## src/fpp_pkg.sv

```systemverilog
`default_nettype none

package fpp_pkg;

  localparam int PAGE_SHIFT = 21;
  localparam int POOL_DEPTH = 4096;
  localparam int ADDR_W     = 64;
  localparam int PN_W       = ADDR_W - PAGE_SHIFT;
  localparam int IDX_W      = $clog2(POOL_DEPTH);
  localparam int CNT_W      = $clog2(POOL_DEPTH + 1);
  localparam int STATUS_W   = 3;
  localparam int REL_W      = 13;
  localparam int REQ_W      = 2;
  localparam int CFG_IDX_W  = 1;

  localparam logic [ADDR_W-1:0] PAGE_BYTES  = ADDR_W'(1) << PAGE_SHIFT;
  localparam logic [ADDR_W-1:0] PAGE_MASK   = PAGE_BYTES - ADDR_W'(1);
  localparam logic [ADDR_W-1:0] LIMIT_RESET = 64'hffff800040000000;

  localparam logic [REQ_W-1:0] REQ_ALLOC  = 2'd0;
  localparam logic [REQ_W-1:0] REQ_FREE   = 2'd1;
  localparam logic [REQ_W-1:0] REQ_REGION = 2'd2;

  localparam logic [STATUS_W-1:0] ST_OK         = 3'd0;
  localparam logic [STATUS_W-1:0] ST_EMPTY      = 3'd1;
  localparam logic [STATUS_W-1:0] ST_MISALIGNED = 3'd2;
  localparam logic [STATUS_W-1:0] ST_BELOW      = 3'd3;
  localparam logic [STATUS_W-1:0] ST_ABOVE      = 3'd4;
  localparam logic [STATUS_W-1:0] ST_FULL       = 3'd5;

  localparam logic [CFG_IDX_W-1:0] CFG_LOWEST = 1'b0;
  localparam logic [CFG_IDX_W-1:0] CFG_UPPER  = 1'b1;

  typedef struct packed {
    logic             we;
    logic [IDX_W-1:0] waddr;
    logic [PN_W-1:0]  wdata;
    logic             re;
    logic [IDX_W-1:0] raddr;
  } mem_req_t;

endpackage

`default_nettype wire

```

## src/fpp_ctrl.sv

```systemverilog
`default_nettype none

module fpp_ctrl
  import fpp_pkg::*;
(
  input  wire logic                 clk,
  input  wire logic                 rst_n,
  input  wire logic                 start,
  output logic                      busy,
  input  wire logic [REQ_W-1:0]     in_req_type,
  input  wire logic [ADDR_W-1:0]    in_page_addr,
  input  wire logic [ADDR_W-1:0]    in_region_start,
  input  wire logic [ADDR_W-1:0]    in_region_end,
  input  wire logic [ADDR_W-1:0]    lowest_address,
  input  wire logic [ADDR_W-1:0]    upper_limit,
  output mem_req_t                  mem_req,
  input  wire logic [PN_W-1:0]      mem_rdata,
  output logic                      out_valid,
  output logic      [STATUS_W-1:0]  out_status,
  output logic      [ADDR_W-1:0]    out_alloc_addr,
  output logic      [REL_W-1:0]     out_pages_released
);

  localparam logic [2:0] S_IDLE  = 3'd0;
  localparam logic [2:0] S_ALLOC = 3'd1;
  localparam logic [2:0] S_FREE  = 3'd2;
  localparam logic [2:0] S_REG_A = 3'd3;
  localparam logic [2:0] S_REG_B = 3'd4;
  localparam logic [2:0] S_REG_C = 3'd5;
  localparam logic [2:0] S_REG_D = 3'd6;
  localparam logic [2:0] S_PUSH  = 3'd7;

  localparam logic [CNT_W-1:0] DEPTH_CNT = CNT_W'(POOL_DEPTH);

  logic [2:0]          state_r,  state_nxt;
  logic [CNT_W-1:0]    count_r,  count_nxt;
  logic [ADDR_W-1:0]   a_r,      a_nxt;      // page address, then range low bound
  logic [ADDR_W-1:0]   b_r,      b_nxt;      // range end, then clipped high bound
  logic [ADDR_W-1:0]   lo_k_r,   lo_k_nxt;
  logic                fail_r,   fail_nxt;
  logic [CNT_W-1:0]    n_r,      n_nxt;
  logic [CNT_W-1:0]    pushed_r, pushed_nxt;
  logic                full_r,   full_nxt;
  logic [PN_W-1:0]     pn_r,     pn_nxt;
  logic                vld_r,    vld_nxt;
  logic [STATUS_W-1:0] st_r,     st_nxt;
  logic [ADDR_W-1:0]   alloc_r,  alloc_nxt;
  logic [CNT_W-1:0]    rel_r,    rel_nxt;

  logic [CNT_W-1:0]    count_m1;
  logic [CNT_W-1:0]    room;
  logic [ADDR_W:0]     sum_s, sum_k, sum_p, diff;
  logic                misaligned, below, above;

  assign busy     = (state_r != S_IDLE);
  assign count_m1 = count_r - CNT_W'(1);
  assign room     = DEPTH_CNT - count_r;

  assign sum_s = {1'b0, a_r} + {1'b0, PAGE_MASK};
  assign sum_k = {1'b0, lowest_address} + {1'b0, PAGE_MASK};
  assign sum_p = {1'b0, a_r} + {1'b0, PAGE_BYTES};
  assign diff  = {1'b0, b_r} - {1'b0, a_r};

  assign misaligned = |(a_r & PAGE_MASK);
  assign below      = a_r < lowest_address;
  // The sum keeps its carry, so the limit test never wraps.
  assign above      = sum_p > {1'b0, upper_limit};

  always_comb begin
    state_nxt  = state_r;
    count_nxt  = count_r;
    a_nxt      = a_r;
    b_nxt      = b_r;
    lo_k_nxt   = lo_k_r;
    fail_nxt   = fail_r;
    n_nxt      = n_r;
    pushed_nxt = pushed_r;
    full_nxt   = full_r;
    pn_nxt     = pn_r;
    vld_nxt    = 1'b0;
    st_nxt     = st_r;
    alloc_nxt  = alloc_r;
    rel_nxt    = rel_r;
    mem_req    = '0;
    mem_req.waddr = count_r[IDX_W-1:0];
    mem_req.raddr = count_m1[IDX_W-1:0];
    mem_req.wdata = pn_r;

    unique case (state_r)
      S_IDLE: begin
        if (start) begin
          st_nxt    = ST_OK;
          alloc_nxt = '0;
          rel_nxt   = '0;
          unique case (in_req_type)
            REQ_ALLOC: begin
              if (count_r == '0) begin
                vld_nxt = 1'b1;
                st_nxt  = ST_EMPTY;
              end else begin
                mem_req.re = 1'b1;
                count_nxt  = count_m1;
                state_nxt  = S_ALLOC;
              end
            end
            REQ_FREE: begin
              a_nxt     = in_page_addr;
              state_nxt = S_FREE;
            end
            REQ_REGION: begin
              a_nxt     = in_region_start;
              b_nxt     = in_region_end;
              state_nxt = S_REG_A;
            end
            default: begin
              vld_nxt = 1'b1;
            end
          endcase
        end
      end
      S_ALLOC: begin
        vld_nxt   = 1'b1;
        alloc_nxt = {mem_rdata, PAGE_SHIFT'(0)};
        state_nxt = S_IDLE;
      end
      S_FREE: begin
        vld_nxt   = 1'b1;
        state_nxt = S_IDLE;
        if (misaligned) begin
          st_nxt = ST_MISALIGNED;
        end else if (below) begin
          st_nxt = ST_BELOW;
        end else if (above) begin
          st_nxt = ST_ABOVE;
        end else if (count_r == DEPTH_CNT) begin
          st_nxt = ST_FULL;
        end else begin
          mem_req.we    = 1'b1;
          mem_req.wdata = a_r[ADDR_W-1:PAGE_SHIFT];
          count_nxt     = count_r + CNT_W'(1);
        end
      end
      S_REG_A: begin
        // Round both low bounds up to a page; a carry out means the range is empty.
        a_nxt     = sum_s[ADDR_W-1:0] & ~PAGE_MASK;
        lo_k_nxt  = sum_k[ADDR_W-1:0] & ~PAGE_MASK;
        fail_nxt  = sum_s[ADDR_W] | sum_k[ADDR_W];
        b_nxt     = (b_r < upper_limit) ? b_r : upper_limit;
        state_nxt = S_REG_B;
      end
      S_REG_B: begin
        if (fail_r) begin
          vld_nxt   = 1'b1;
          state_nxt = S_IDLE;
        end else begin
          if (lo_k_r > a_r) begin
            a_nxt = lo_k_r;
          end
          state_nxt = S_REG_C;
        end
      end
      S_REG_C: begin
        if (diff[ADDR_W]) begin
          vld_nxt   = 1'b1;
          state_nxt = S_IDLE;
        end else begin
          // Page count saturates; anything past the pool depth is treated alike.
          if (|diff[ADDR_W-1:PAGE_SHIFT+CNT_W]) begin
            n_nxt = '1;
          end else begin
            n_nxt = diff[PAGE_SHIFT+CNT_W-1:PAGE_SHIFT];
          end
          pn_nxt    = a_r[ADDR_W-1:PAGE_SHIFT];
          state_nxt = S_REG_D;
        end
      end
      S_REG_D: begin
        if (n_r > room) begin
          n_nxt    = room;
          full_nxt = 1'b1;
        end else begin
          full_nxt = 1'b0;
        end
        pushed_nxt = '0;
        state_nxt  = S_PUSH;
      end
      S_PUSH: begin
        if (pushed_r == n_r) begin
          vld_nxt   = 1'b1;
          st_nxt    = full_r ? ST_FULL : ST_OK;
          rel_nxt   = pushed_r;
          state_nxt = S_IDLE;
        end else begin
          mem_req.we = 1'b1;
          count_nxt  = count_r + CNT_W'(1);
          pn_nxt     = pn_r + PN_W'(1);
          pushed_nxt = pushed_r + CNT_W'(1);
        end
      end
      default: begin
        state_nxt = S_IDLE;
      end
    endcase
  end

  always_ff @(posedge clk) begin
    if (!rst_n) begin
      state_r <= S_IDLE;
      count_r <= '0;
      vld_r   <= 1'b0;
    end else begin
      state_r <= state_nxt;
      count_r <= count_nxt;
      vld_r   <= vld_nxt;
    end
    a_r      <= a_nxt;
    b_r      <= b_nxt;
    lo_k_r   <= lo_k_nxt;
    fail_r   <= fail_nxt;
    n_r      <= n_nxt;
    pushed_r <= pushed_nxt;
    full_r   <= full_nxt;
    pn_r     <= pn_nxt;
    st_r     <= st_nxt;
    alloc_r  <= alloc_nxt;
    rel_r    <= rel_nxt;
  end

  assign out_valid          = vld_r;
  assign out_status         = st_r;
  assign out_alloc_addr     = alloc_r;
  assign out_pages_released = REL_W'(rel_r);

endmodule

`default_nettype wire

```

## config.mk

```make
export PLATFORM = sky130hd
export DESIGN_NAME = fpp_ctrl
export DESIGN_NICKNAME = d
export VERILOG_FILES = /design/src/fpp_pkg.sv /design/src/fpp_ctrl.sv
export SDC_FILE = /design/constraint.sdc
export NUM_CORES = 1
export LEC_CHECK = 0
export BUFFER_PORTS_ARGS = -buffer_cell sky130_fd_sc_hd__buf_2
export CAP_MARGIN = 10
export CORE_MARGIN = 2
export CORE_UTILIZATION = 42
export CTS_BUF_LIST = sky130_fd_sc_hd__clkbuf_8
export DETAILED_ROUTE_END_ITERATION = 6
export GPL_TIMING_DRIVEN = 0
export PLACE_DENSITY_LB_ADDON = 0.15
export SETUP_SLACK_MARGIN = 0.15
export SYNTH_ARGS = -nofsm -noshare
export SYNTH_HDL_FRONTEND = slang
export SYNTH_SLANG_ARGS = --single-unit
```

## constraint.sdc

```tcl
create_clock -name clk -period 12.6 [get_ports clk]
set_input_delay 1.26 -clock clk [delete_from_list [all_inputs] [get_ports clk]]
set_output_delay 1.26 -clock clk [all_outputs]
set_load 0.01 [all_outputs]
```

==> impl_results.md <==
* Place WS at 3419 ps
* Vias in the first global route at approximately 26k
* Max cap viols at 1
* Slowest stage cell on the critical path: nor4_1
* FF/Latch Area at between 0.009 and 0.01 mm²
* Total grt overflow at 0
* Initial Util at 0.4263
* Worst EP required at roughly 11000 ps
* Clk root buf: clkbuf_8
* Largest net degree at the start of global routing at 44
* Hold buffers post-CTS at 0
* GRT Total Usage at 0.2965
* Antenna viol nets, final at 0
* Mapped Area at 0.02812 mm²
* CP Capture Type: primary output
* Std-Cell Core Area at 0.06598 mm²
* Setup TNS at 0 ps
* Sw power at 1.399 mW
* WHS at 574.9 ps
* RSZ-0062 raised after global routing: no
* First-pass GRT wire length at 156600 µm
* Cell internal pwr at 2.238 mW
* Syn Inst Count at 3151
* Cell area after layout at 0.03313 mm²
* DP Wirelength at 87570 µm
* Crit Path Max Fanout at 10
* Startpoint Class: flip-flop
* FMAX at 100.2 MHz
* Ports at 519
* Antenna violations before repair at 4
* Worst rel slew slack at 0.01668
* Crit path top cell by count: nand3_1
* Core Util, Final at 0.5021
* Fin crit share at 0.7922
* WL final at 105900 µm
* Final hold violation count at 0
* Prevailing post-synth register cell: edfxtp_1
* Clock slew at reported path FFs at around 60 ps
* CP arrival at between 8000 and 9000 ps
* Gpl congestion at 1.010
* H-tree Lvls at 2
* DRC at 1
* Most instantiated cells after synthesis: 363 x nand2_1, 318 x ha_1, 301 x edfxtp_1, 226 x inv_1, 213 x o21ai_0
* Sequential share of power at 0.363
* Critical path, cell by cell: ha_1, nand3_1, nor4_1, nand4_1, nor2_1, nand3_1, nor2_1, and4_1, xnor2_1, ha_1, nand3_1, or4_1, nor4_2, a221o_1, a21boi_1, nand3_1, nor2_2, buf_2, mux2_2, buf_2
* TritonCTS clock tree: built
* # setup viols final at 0
* Layout Skew at 71.90 ps
* Pwr Density at 109.8 mW/mm²
* Most numerous cell in the Yosys netlist: nand2_1
* Async SR Flop Fraction at 0
* Synth Register Bits at between 300 and 400
* Area grow syn2layout at 17.80%
* WL met2 at 49170 µm
* Placed instance count at approximately 4.5k
* Power share of the clock group at 0.257
* Final min period at 9982 ps
* Final nets at around 4.4k
* Placed inst area at around 0.032 mm²
* WS Path Type: reg -> out
* Setup Buffers After CTS at 0
* Max Used Layer: met4
* Top cells by area, synth: edfxtp_1 32%, ha_1 14%, xnor2_1 5.5%, nand2_1 4.8%, o21ai_0 3.8%
* Die width at about 260 µm
* Slowest cell delay on critical path at 830 ps
* Cell taking the most area after synthesis: edfxtp_1
* Vias/cell at between 5 and 6
* Share of cells above drive strength 1 at 0.1921
* CP bufs+invs at 2
* WL/cell at 22.75 µm
* TritonRoute pass-1 iters at 7
* FP Rows at 94
* Metal-1 WL at 44940 µm
* Final worst setup slack at 2618 ps
* Pwr Total at 3.637 mW
* Peak VDD IR at 79.37 µV
* Clk buf depth at 3
* Unique masters post-synth at 94
* Pleak at approximately 15 nW
* Delay-heaviest family, CP: simple AND/OR/NAND/NOR gates
* Sw frac at 0.3847
* CTS sink cnt at 318
* Synth top area share at 0.3214
* Routed vias at roughly 27k
* Clock Latency Late Sink at 730 ps
* Synth Warn # at 0
* Die H at 262.8 µm
* Max-slew violation count at 0
* Met3 Wirelength at 7711 µm
* Violated checks: DRC, capacitance limit
* Register area share after synthesis at 0.3335
* Worst hold-check path type: reg -> reg
* Port-buffer cells at between 400 and 500
* Initial DRC count at 2609
* Multi-input gate area at 0.01723 mm²
* CTS Buf Count at 60
* Fill cell count at approximately 6.5k
* Worst Tran Pin Value at 1466 ps
* Synth Area per Inst at 8.926 µm²
* Die ar. at between 0.06 and 0.07 mm²
* Number of flops mapped to enable cells by yosys at between 300 and 400
* Outcome: finished, violations left
* Gate power share at 0.380
* Post-route insts no fill at 4657
* Post-CTS Resized at 0
-- state kept, by name (all words and copies together) (netlist names), 3 cells and up --
signal	count
state_r	3
out_status	3
lo_k_r	43
pushed_r	13
out_alloc_addr	43
out_pages_released	13
n_r	13
a_r	64
pn_r	43
b_r	64
count_r	13
-- logic make-up (layout without fill, tap and decap cells) --
| logic type | count (synthesis) | after routing | share of synthesized area |
|---|---|---|---|
| muxes | 116 | 116 | 0.04315 |
| and+or+nand+nor | 1070 | 1070 | 0.1859 |
| DFF | 318 | 318 | 0.3335 |
| AOI/OAI and AO/OA | 711 | 711 | 0.1661 |
| other | 1 | 24 | 0.0001333 |
| buffers and inverters | 387 | 1006 | 0.05819 |
| adders and majority gates | 318 | 318 | 0.1415 |
| xor gates and xnor gates | 230 | 230 | 0.07163 |
-- path summary, 6_finish.rpt --
path	start	endpoint	slack, ps	cells after the start
worst max-delay path	a_r[21]	mem_req[40]	2620	20
worst min-delay path	lo_k_r[26]	a_r[26]	570	2
worst max register to register	a_r[21]	count_r[7]	5220	19
worst min register to register	lo_k_r[26]	a_r[26]	570	2
-- power by group through the flow --
stage | Sequential, mW | Combinational [mW] | Clock, mW
5_1_grt | 1.33 | 1.51 | 0.990
3_5_place_dp | 1.34 | 1.35 | 0
4_1_cts | 1.32 | 1.36 | 0.952
2_1_floorplan | 1.34 | 0.872 | 0
6_report | 1.32 | 1.38 | 0.936
3_3_place_gp | 1.35 | 1.33 | 0
-- worst min-delay path, cell delays in order (launching register included) --
cell,delay (ps)
edfxtp_1,350
nand2_1,60
o221ai_1,60
-- cell type report --
type	count	share of cell area
Multi-Input combinational cell	2466	0.5201
Sequential cell	318	0.2831
Timing Repair Buffer	508	0.08278
Tap cell	864	0.03263
Inverter	227	0.02572
Clock buffer	61	0.02534
Buffer	160	0.02368
Clock inverter	50	0.006495
Antenna cell	3	0.0002266
-- per-layer routing --
metal	vias to the layer above	GRT usage
met1	12690	0.3905
met3	177	0.04020
li1	12730	-
met4	0	0.1156
met2	1089	0.4929
met5	-	0
-- placed cells by master, fill, tap and decap left out, drive strengths merged, types with 25 or more instances in the layout --
master,instances
and3,69
nor4,43
inv,250
a21o,102
and2,25
nand4,94
nor2,210
xnor2,177
buf,573
a21oi,154
o21ai,221
edfxtp,301
clkbuf,156
xor2,53
mux2i,74
clkinv,26
nand2,363
ha,318
o221ai,47
nand3,94
nor3,71
mux2,42
(Power assumes the default switching activity.)
